## src/lfu_pkg.sv

```systemverilog
// ----------------------------------------------------------------------------
// LFU cache package
// Shared types and constants for the least-frequently-used cache table.
// ----------------------------------------------------------------------------
package lfu_pkg;

  localparam int KEY_W = 32;
  localparam int VAL_W = 32;
  localparam int CAP_W = 5;

  localparam logic [CAP_W-1:0] CAP_RESET = 5'd16;

  localparam logic CMD_GET = 1'b0;
  localparam logic CMD_PUT = 1'b1;

  typedef enum logic [1:0] {
    ST_IDLE,
    ST_SEARCH,
    ST_COMMIT
  } lfu_state_t;

  typedef struct packed {
    logic load;
    logic search;
    logic commit;
  } lfu_cmd_t;

endpackage

```

## src/lfu_ctrl.sv

```systemverilog
// ----------------------------------------------------------------------------
// LFU cache controller
// Sequences each beat through a search state and a commit state and owns
// the handshake on both channels.
// ----------------------------------------------------------------------------
module lfu_ctrl (
  input  logic            clk,
  input  logic            rst_n,
  input  logic            in_valid,
  output logic            in_stall,
  output logic            out_valid,
  input  logic            out_stall,
  output lfu_pkg::lfu_cmd_t ctl
);
  import lfu_pkg::*;

  lfu_state_t state_r, state_nxt;
  logic       out_valid_r, out_valid_nxt;
  logic       out_free;

  assign out_free  = !out_valid_r || !out_stall;
  assign out_valid = out_valid_r;

  always_ff @(posedge clk) begin
    if (!rst_n) begin
      state_r     <= ST_IDLE;
      out_valid_r <= 1'b0;
    end else begin
      state_r     <= state_nxt;
      out_valid_r <= out_valid_nxt;
    end
  end

  always_comb begin
    state_nxt  = state_r;
    in_stall   = 1'b1;
    ctl        = '0;
    case (state_r)
      ST_IDLE: begin
        in_stall = 1'b0;
        if (in_valid) begin
          ctl.load  = 1'b1;
          state_nxt = ST_SEARCH;
        end
      end
      ST_SEARCH: begin
        ctl.search = 1'b1;
        state_nxt  = ST_COMMIT;
      end
      ST_COMMIT: begin
        if (out_free) begin
          ctl.commit = 1'b1;
          in_stall   = 1'b0;
          if (in_valid) begin
            ctl.load  = 1'b1;
            state_nxt = ST_SEARCH;
          end else begin
            state_nxt = ST_IDLE;
          end
        end
      end
      default: begin
        state_nxt = ST_IDLE;
      end
    endcase

    if (ctl.commit) begin
      out_valid_nxt = 1'b1;
    end else if (!out_stall) begin
      out_valid_nxt = 1'b0;
    end else begin
      out_valid_nxt = out_valid_r;
    end
  end

endmodule

```

## src/lfu_dp.sv

```systemverilog
// ----------------------------------------------------------------------------
// LFU cache datapath
// Entry registers, parallel key match, free-slot search, victim selection
// tree, write-back and the result register.
// ----------------------------------------------------------------------------
module lfu_dp #(
  parameter int ENTRIES    = 16,
  parameter int COUNT_BITS = 16
) (
  input  logic                              clk,
  input  logic                              rst_n,
  input  lfu_pkg::lfu_cmd_t                 ctl,
  input  logic                              in_cmd,
  input  logic [lfu_pkg::KEY_W-1:0]         in_key,
  input  logic signed [lfu_pkg::VAL_W-1:0]  in_value,
  input  logic                              cfg_we,
  input  logic [lfu_pkg::CAP_W-1:0]         cfg_wdata,
  output logic                              out_hit,
  output logic signed [lfu_pkg::VAL_W-1:0]  out_read_value,
  output logic                              out_evicted,
  output logic [lfu_pkg::KEY_W-1:0]         out_evicted_key
);
  import lfu_pkg::*;

  localparam int IDX_W = (ENTRIES > 1) ? $clog2(ENTRIES) : 1;
  localparam int OCC_W = $clog2(ENTRIES + 1);
  localparam int CMP_W = (OCC_W > CAP_W) ? OCC_W : CAP_W;
  localparam int NP    = 1 << IDX_W;

  typedef struct packed {
    logic                  v;
    logic [COUNT_BITS-1:0] c;
    logic [IDX_W-1:0]      r;
    logic [IDX_W-1:0]      i;
  } node_t;

  logic [ENTRIES-1:0]    valid_r;
  logic [KEY_W-1:0]      key_r   [ENTRIES];
  logic signed [VAL_W-1:0] value_r [ENTRIES];
  logic [COUNT_BITS-1:0] count_r [ENTRIES];
  logic [IDX_W-1:0]      rank_r  [ENTRIES];
  logic [OCC_W-1:0]      occ_r;
  logic [CAP_W-1:0]      capacity_r;

  logic                  item_cmd_r;
  logic [KEY_W-1:0]      item_key_r;
  logic signed [VAL_W-1:0] item_value_r;

  logic                  hit_r;
  logic                  upd_r;
  logic                  new_r;
  logic                  evict_r;
  logic [IDX_W-1:0]      slot_r;
  logic [OCC_W-1:0]      old_rank_r;

  logic [ENTRIES-1:0]    match;
  logic                  hit;
  logic [IDX_W-1:0]      hit_idx;
  logic [IDX_W-1:0]      hit_rank;
  logic                  free_any;
  logic [IDX_W-1:0]      free_idx;
  logic [CMP_W-1:0]      cap_ext;
  logic [CMP_W-1:0]      cap_eff;
  logic                  room;
  logic                  cap_nz;
  logic                  is_new;
  logic                  use_free;
  node_t                 tree [1:2*NP-1];
  node_t                 victim;

  function automatic logic better(input node_t a, input node_t b);
    logic res;
    res = a.v && (!b.v || (a.c < b.c) || ((a.c == b.c) && (a.r > b.r)));
    return res;
  endfunction

  always_comb begin
    hit      = 1'b0;
    hit_idx  = '0;
    hit_rank = '0;
    free_any = 1'b0;
    free_idx = '0;
    for (int k = 0; k < ENTRIES; k++) begin
      match[k] = valid_r[k] && (key_r[k] == item_key_r);
      if (match[k]) begin
        hit      = 1'b1;
        hit_idx  = hit_idx | IDX_W'(k);
        hit_rank = hit_rank | rank_r[k];
      end
    end
    for (int k = ENTRIES - 1; k >= 0; k--) begin
      if (!valid_r[k]) begin
        free_any = 1'b1;
        free_idx = IDX_W'(k);
      end
    end
  end

  always_comb begin
    for (int k = 0; k < NP; k++) begin
      if (k < ENTRIES) begin
        tree[NP+k] = '{v: valid_r[k], c: count_r[k], r: rank_r[k], i: IDX_W'(k)};
      end else begin
        tree[NP+k] = '0;
      end
    end
    for (int k = NP - 1; k >= 1; k--) begin
      tree[k] = better(tree[2*k], tree[2*k+1]) ? tree[2*k] : tree[2*k+1];
    end
  end

  assign victim   = tree[1];
  assign cap_ext  = CMP_W'(capacity_r);
  assign cap_eff  = (cap_ext > CMP_W'(ENTRIES)) ? CMP_W'(ENTRIES) : cap_ext;
  assign room     = (CMP_W'(occ_r) < cap_eff) && free_any;
  assign cap_nz   = (capacity_r != '0);
  assign is_new   = (item_cmd_r == CMD_PUT) && cap_nz && !hit;
  assign use_free = room;

  always_ff @(posedge clk) begin
    if (ctl.load) begin
      item_cmd_r   <= in_cmd;
      item_key_r   <= in_key;
      item_value_r <= in_value;
    end
    if (ctl.search) begin
      hit_r   <= hit;
      new_r   <= is_new;
      evict_r <= is_new && !use_free;
      upd_r   <= hit ? ((item_cmd_r == CMD_GET) || cap_nz) : is_new;
      if (hit) begin
        slot_r     <= hit_idx;
        old_rank_r <= OCC_W'(hit_rank);
      end else if (use_free) begin
        slot_r     <= free_idx;
        old_rank_r <= occ_r + OCC_W'(1);
      end else begin
        slot_r     <= victim.i;
        old_rank_r <= OCC_W'(victim.r);
      end
    end
  end

  always_ff @(posedge clk) begin
    if (!rst_n) begin
      valid_r    <= '0;
      occ_r      <= '0;
      capacity_r <= CAP_RESET;
    end else begin
      if (cfg_we) begin
        capacity_r <= cfg_wdata;
      end
      if (ctl.commit && new_r) begin
        valid_r[slot_r] <= 1'b1;
        if (!evict_r) begin
          occ_r <= occ_r + OCC_W'(1);
        end
      end
    end
  end

  always_ff @(posedge clk) begin
    if (ctl.commit && upd_r) begin
      for (int k = 0; k < ENTRIES; k++) begin
        if (valid_r[k] && (IDX_W'(k) != slot_r) && (OCC_W'(rank_r[k]) < old_rank_r)) begin
          rank_r[k] <= rank_r[k] + IDX_W'(1);
        end
      end
      rank_r[slot_r] <= '0;
      if (new_r) begin
        count_r[slot_r] <= COUNT_BITS'(1);
        key_r[slot_r]   <= item_key_r;
      end else if (count_r[slot_r] != '1) begin
        count_r[slot_r] <= count_r[slot_r] + COUNT_BITS'(1);
      end
      if (item_cmd_r == CMD_PUT) begin
        value_r[slot_r] <= item_value_r;
      end
    end
  end

  always_ff @(posedge clk) begin
    if (ctl.commit) begin
      out_hit         <= hit_r;
      out_read_value  <= (hit_r && (item_cmd_r == CMD_GET)) ? value_r[slot_r] : '0;
      out_evicted     <= evict_r;
      out_evicted_key <= evict_r ? key_r[slot_r] : '0;
    end
  end

endmodule

```

## src/lfu_cache_table.sv

```systemverilog
// An accepted input beat is loaded, searched over all entry registers and then
// committed, which writes the entries back and fills the result register. A new
// input beat is accepted only while idle or together with that commit.
// A stalled result register holds the commit and the next input beat.
// Reset is synchronous and active low; it clears the valid bits, occupancy and
// controller state at once and sets capacity to 16.
// ----------------------------------------------------------------------------
// LFU cache table top level
// Key-value cache with least-frequently-used replacement and least-recent
// tie-break among equal use counts.
// ----------------------------------------------------------------------------
module lfu_cache_table #(
  parameter int ENTRIES    = 16,
  parameter int COUNT_BITS = 16
) (
  input  logic                              clk,
  input  logic                              rst_n,
  input  logic                              in_valid,
  output logic                              in_stall,
  input  logic                              in_cmd,
  input  logic [lfu_pkg::KEY_W-1:0]         in_key,
  input  logic signed [lfu_pkg::VAL_W-1:0]  in_value,
  output logic                              out_valid,
  input  logic                              out_stall,
  output logic                              out_hit,
  output logic signed [lfu_pkg::VAL_W-1:0]  out_read_value,
  output logic                              out_evicted,
  output logic [lfu_pkg::KEY_W-1:0]         out_evicted_key,
  input  logic                              cfg_we,
  input  logic [lfu_pkg::CAP_W-1:0]         cfg_wdata
);
  import lfu_pkg::*;

  lfu_cmd_t ctl;

  lfu_ctrl u_ctrl (
    .clk       (clk),
    .rst_n     (rst_n),
    .in_valid  (in_valid),
    .in_stall  (in_stall),
    .out_valid (out_valid),
    .out_stall (out_stall),
    .ctl       (ctl)
  );

  lfu_dp #(
    .ENTRIES    (ENTRIES),
    .COUNT_BITS (COUNT_BITS)
  ) u_dp (
    .clk             (clk),
    .rst_n           (rst_n),
    .ctl             (ctl),
    .in_cmd          (in_cmd),
    .in_key          (in_key),
    .in_value        (in_value),
    .cfg_we          (cfg_we),
    .cfg_wdata       (cfg_wdata),
    .out_hit         (out_hit),
    .out_read_value  (out_read_value),
    .out_evicted     (out_evicted),
    .out_evicted_key (out_evicted_key)
  );

endmodule

```

## config.mk

```make
export PLATFORM = sky130hd
export DESIGN_NAME = lfu_cache_table
export DESIGN_NICKNAME = d
export VERILOG_FILES = /design/src/lfu_pkg.sv /design/src/lfu_ctrl.sv /design/src/lfu_dp.sv /design/src/lfu_cache_table.sv
export SDC_FILE = /design/constraint.sdc
export NUM_CORES = 2
export LEC_CHECK = 0
export BUFFER_PORTS_ARGS = -buffer_cell sky130_fd_sc_hd__buf_2
export CAP_MARGIN = 5
export CELL_PAD_IN_SITES_DETAIL_PLACEMENT = 0
export CELL_PAD_IN_SITES_GLOBAL_PLACEMENT = 1
export CORE_MARGIN = 5
export CORE_UTILIZATION = 58
export CTS_CLUSTER_SIZE = 30
export DETAILED_ROUTE_END_ITERATION = 16
export PLACE_DENSITY_LB_ADDON = 0.1
export SLEW_MARGIN = 0
export SYNTH_ARGS = -nofsm -noshare
export SYNTH_HDL_FRONTEND = slang
export SYNTH_HIERARCHICAL = 1
export SYNTH_SLANG_ARGS = --single-unit
```

## constraint.sdc

```tcl
create_clock -name clk -period 15.75 [get_ports clk]
set_clock_uncertainty 0.05 [all_clocks]
set_input_delay 3.15 -clock clk [delete_from_list [all_inputs] [get_ports clk]]
set_output_delay 3.15 -clock clk [all_outputs]
set_load 0.02 [all_outputs]
```

# Word level (Yosys, flattened, before mapping)
# Memories as Yosys holds them, arrays and structs flattened. A register that Yosys moved wholly into a read port is not among the register bits.
# Index checks and enable logic that the tools add are counted.
# W data, S select, Z words.
[word_totals]
out_inout_bits = 68
ff_bits = 109
memories = 4
mem_bits_rw = 1344
input_bits = 75
elab_cells = 484
[op_classes]
order_cmp = 50
n_addsub = 18
bitwise = 20
eq_ne = 52
reduce_logical = 145
muxes = 178
[memory_table]
columns = ["memory", "depth", "word_bits", "rd", "rd_ports_with_merged_regs", "write_ports", "line", "source"]
rows = [
  ["u_dp.key_r", 16, 32, 17, 1, 1, "lfu_dp.sv:38", "logic [KEY_W-1:0] key_r [ENTRIES];"],
  ["u_dp.value_r", 16, 32, 1, 1, 1, "lfu_dp.sv:39", "logic signed [VAL_W-1:0] value_r [ENTRIES];"],
  ["u_dp.count_r", 16, 16, 17, 1, 1, "lfu_dp.sv:40", "logic [COUNT_BITS-1:0] count_r [ENTRIES];"],
  ["u_dp.rank_r", 16, 4, 16, 0, 17, "lfu_dp.sv:41", "logic [IDX_W-1:0] rank_r [ENTRIES];"],
]
[ops]
columns = ["operator", "n"]
rows = [
  ["$eq A32 B32 Y1", 16],
  ["$mux W25", 14],
  ["$eq A16 B16 Y1", 15],
  ["$lt A16 B16 Y1", 15],
  ["$mux W4", 45],
  ["$mux W1", 104],
  ["$logic_and A1 B1 Y1", 86],
  ["$lt A4 B5 Y1", 16],
  ["$add A4 B1 Y4 const B", 16],
  ["$gt A4 B4 Y1", 15],
  ["$or A4 B4 Y4", 15],
  ["$logic_or A1 B1 Y1", 32],
  ["$ne A4 B4 Y1 const A", 8],
  ["$logic_not A1 Y1", 21],
  ["$add A16 B1 Y16 const B", 1],
  ["$mux W16", 1],
  ["$ne A16 B16 Y1 const B", 1],
  ["$ne A3 B4 Y1 const A", 4],
  ["$or A16 B16 Y16", 1],
  ["$mux W3", 4],
  ["$mux W2", 4],
  ["$mux W8", 1],
  ["$ne A2 B4 Y1 const A", 2],
  ["$pmux W2 S3", 1],
  ["other kinds (20)", 25],
]

# Depth between registers and ports, before layout
# An unclocked memory read counts as a cell.
[depth]
word_depth = 35
depth_mapped = 43
ltp_nobuf = 39

# Hierarchy
# Netlist, hierarchy kept.
[modules_own_cells]
columns = ["module", "area_per_inst_um2", "instances", "seq_area_each_um2", "cells_each"]
rows = [
  ["lfu_dp", 75945.3, 1, 44642.8, 5124],
  ["lfu_ctrl", 152.6, 1, 60.1, 16],
]

# Worst setup path before layout
# OpenSTA, ideal clock, no wires.
[synth_path]
path_kind = "reg2reg"
from = "memory u_dp.count_r[10][14]"
to = "register with a tool-made name"
t_arrival_ns = 8.919
required_time_ns = 15.579
n_path_buf = 6
path_slack_ns = 6.660
setup_ns = 0.121
path_stages_with_launch = 38
period_less_slack_ns = 9.090
path_cell_list = "edfxtp_1 > ha_1 > nand4_1 > or4_1 > a21o_1 > a221oi_2 > buf_2 > buf_2 > mux2i_1 > ha_1 > nand4_1 > or4_1 > a21o_1 > o211ai_1 > o311a_1 > clkbuf_1 > clkbuf_1 > nor2_1 > [... 2 more ...] > a21o_1 > nand3_1 > a21oi_1 > or4b_2 > a21oi_1 > clkbuf_1 > clkbuf_1 > a21oi_1 > ha_1 > nand3_1 > nor4_1 > o211ai_1 > a32o_1 > or2_2 > a21oi_1 > or4_1 > nand4_1 > mux2_2"
[synth_lines]
columns = ["element", "line"]
rows = [
  ["start, declared", "lfu_dp.sv:40"],
]

==> results.json <==
{
  "drv_slew": 0,
  "seq_area_frac_synth_pct": 58.7,
  "htree_levels": 4,
  "tightest_slew_ns": 1.26,
  "grt_pass1_vias": 46400,
  "netlist_top_cells_count": "edfxtp_1 (1424), ha_1 (370), mux4_2 (367)",
  "hold_viol_final": 0,
  "hold_buffers": 0,
  "port_buffers": 142,
  "cts-root-buf": "clkbuf_16",
  "wl_um": 226000,
  "finalCritPeriodShare_pct": 73.3,
  "grt.total_usage_pct": 32.8,
  "ctsLongestPathBuffers": 3,
  "drv_cap": 0,
  "die_w_um": 372,
  "cts_tree": "done",
  "dp_cells": 6949,
  "die_y_um": 372,
  "rsz0062_at_grt": "false",
  "num_vias": 46900,
  "final_nets": 5802,
  "antenna_found_initial": 5,
  "maxSlewHeadroom_pct": 15.6,
  "async_flop_share_pct": 0,
  "clock-sinks": 1521,
  "area_delta_synth_final_pct": 11.2,
  "cts.clk_slew.worst_paths_ns": 0.06,
  "cp.required_ns": 16.44,
  "syn_nets": 5585,
  "numCtsBuffers": 160,
  "gp_congestion": 0.963,
  "status": "finished, final reports clean",
  "synthCells": 5140,
  "worstPathMaxFanout": 41,
  "grt_pass1_wl_um": 325000,
  "min_period_ns": 11.55,
  "synth-seq-cells": 1521,
  "start_util_pct": 58.1,
  "cp-end-kind": "flip-flop",
  "fp-row-count": 133,
  "io_pins": 143,
  "synth_edf_count": 1424,
  "dpl.hpwl_um": 155000,
  "viasPerCell": 6.47,
  "routedWlPerCell_um": 31.2,
  "first_iter_violations": 5390,
  "postCtsSetupRepairBufs": 0,
  "drive_above_1_share_pct": 18.8,
  "synthesis.area_um2": 76100,
  "slowest_stage": "o32a_1",
  "core_area_um2": 131000,
  "ys_top_cells_by_area": "edfxtp_1 (56%), mux4_2 (11%), ha_1 (6.1%)",
  "ys.flop_type": "edfxtp_1",
  "hold_path.class": "flip-flop to flip-flop",
  "r2r_slack_ns": 4.20,
  "postRouteAntennaNets": 0,
  "synthDistinctLibCells": 88,
  "yosysTopAreaCell": "edfxtp_1",
  "syn_avg_cell_area_um2": 14.8,
  "yosysMostFrequentCell": "edfxtp_1",
  "layoutNonFillerInstCount": 7247,
  "vdd_drop_max_v": 0.000119,
  "cp.arrival_ns": 12.25,
  "postLayoutCellArea_um2": 84600,
  "ys_warn_count": 6,
  "worst-setup-path-type": "flip-flop to flip-flop",
  "setup_viol": 0,
  "powerDensity_nw_per_um2": 104,
  "final.setup.tns_ns": 0,
  "placed_area_um2": 79300,
  "clock_latency_ns": 0.82,
  "grt.overflow.total": 0,
  "leakage_nw": 29.6,
  "slowest_delay_ns": 1.01,
  "first_pass_iters": 5,
  "start_kind": "flip-flop",
  "grt_max_degree": 110,
  "dieArea_um2": 139000,
  "drc_errors": 0,
  "cts_resized": 0,
  "synth_top_area_share_pct": 56.2,
  "fmax_mhz": 86.6,
  "path_common_cell": "nand4_1"
}
==> worst max-delay path, delay by kind of cell (launching register included) <==
family / cells / cell delay [ns]
AO/OA/AOI/OAI: 12 / 4.46
AND/OR/NAND/NOR: 14 / 4.27
adder cells (fa/ha/maj): 4 / 1.26
multiplexers: 2 / 0.61
flip-flops: 1 / 0.42
buffers and inverters: 1 / 0.39
==> routing by layer <==
metal / global-route usage [%] / up-vias / share of wire (%) / wire, um
li1: - / 20200 / - / -
met1: 43.4 / 23800 / 38 / 86200
met2: 53.0 / 2293 / 48 / 108000
met3: 5.31 / 501 / 7.9 / 18000
met4: 16.8 / 4 / 5.9 / 13400
met5: 0 / - / 0.012 / 27
==> power breakdown <==
group	leakage (nW)	internal (mW)	total, mW	switching (mW)
clock network	2.58	2.17	3.81	1.64
registers	13.5	4.44	4.48	0.0466
logic	13.5	0.205	0.520	0.316
total	29.6	6.81	8.82	2.01
==> final cells by class <==
cell class	instances	area, um2
Antenna cell	1	2.50
Clock buffer	195	4200
Clock inverter	101	1140
Fill cell	9427	46300
Inverter	266	998
Multi-Input combinational cell	3112	29500
Sequential cell	1521	44700
Tap cell	1755	2200
Timing Repair Buffer	296	1910
==> sequential cells by signal, summed over array words and instances (netlist names), 2 cells and up, named ones only <==
signal and flops:
u_dp/valid_r 16, u_ctrl/state_r 2, u_dp/out_evicted_key 32, u_dp/item_value_r 32
u_dp/rank_r 64, u_dp/key_r 512, u_dp/count_r 256, u_dp/old_rank_r 5
u_dp/occ_r 5, u_dp/slot_r 4, u_dp/cap_ext 5, u_dp/item_key_r 32
u_dp/value_r 512, u_dp/out_read_value 32
==> through the flow <==
step	hold WS (ns)	utilization [%]	setup slack [ns]	power, mW
global route	0.541	64.6	3.44	9.09
finish	0.487	64.6	4.20	8.82
CTS	0.496	64.6	4.26	8.87
floorplan	0.374	-	6.66	4.90
global placement	0.475	60.5	4.47	5.08
detailed placement	0.487	60.5	4.33	5.08
==> cell usage in the layout (no fill, tap or decap), types with 54 or more instances in the layout <==
master and n:
clkbuf_16 161, buf_2 142, a21oi_1 274, xor2_1 350, nor2_1 258, nand2b_1 54
nand2_1 175, ha_1 370, o21ai_0 78, nand4_1 123, nand3_1 69, buf_4 150
mux4_2 367, inv_1 266, mux2i_1 73, nor2b_1 75, xnor2_1 223, nor4_1 101
edfxtp_1 1424, dfxtp_1 95
==> final timing paths <==
path,from,endpoint,cells past startpoint
worst min-delay path,u_dp/occ_r[1],u_dp/occ_r[1],2
worst min register to register,u_dp/occ_r[1],u_dp/occ_r[1],2
worst max-delay path,u_dp/count_r[14][11],flip-flop,33
worst max register to register,u_dp/count_r[14][11],flip-flop,33
==> cells by family (layout without fill, tap and decap cells) <==
group	Yosys count	count (layout)	share of synthesized area, %
flops	1521	1521	58.7
compound gates	601	601	4.96
mux	519	519	13.6
simple gates	1049	1049	7.04
buf+inv	507	858	2.94
xor+xnor	573	573	6.59
other cells	0	1	0
fa+ha+maj	370	370	6.08
Power figures use the tool's default switching activity.
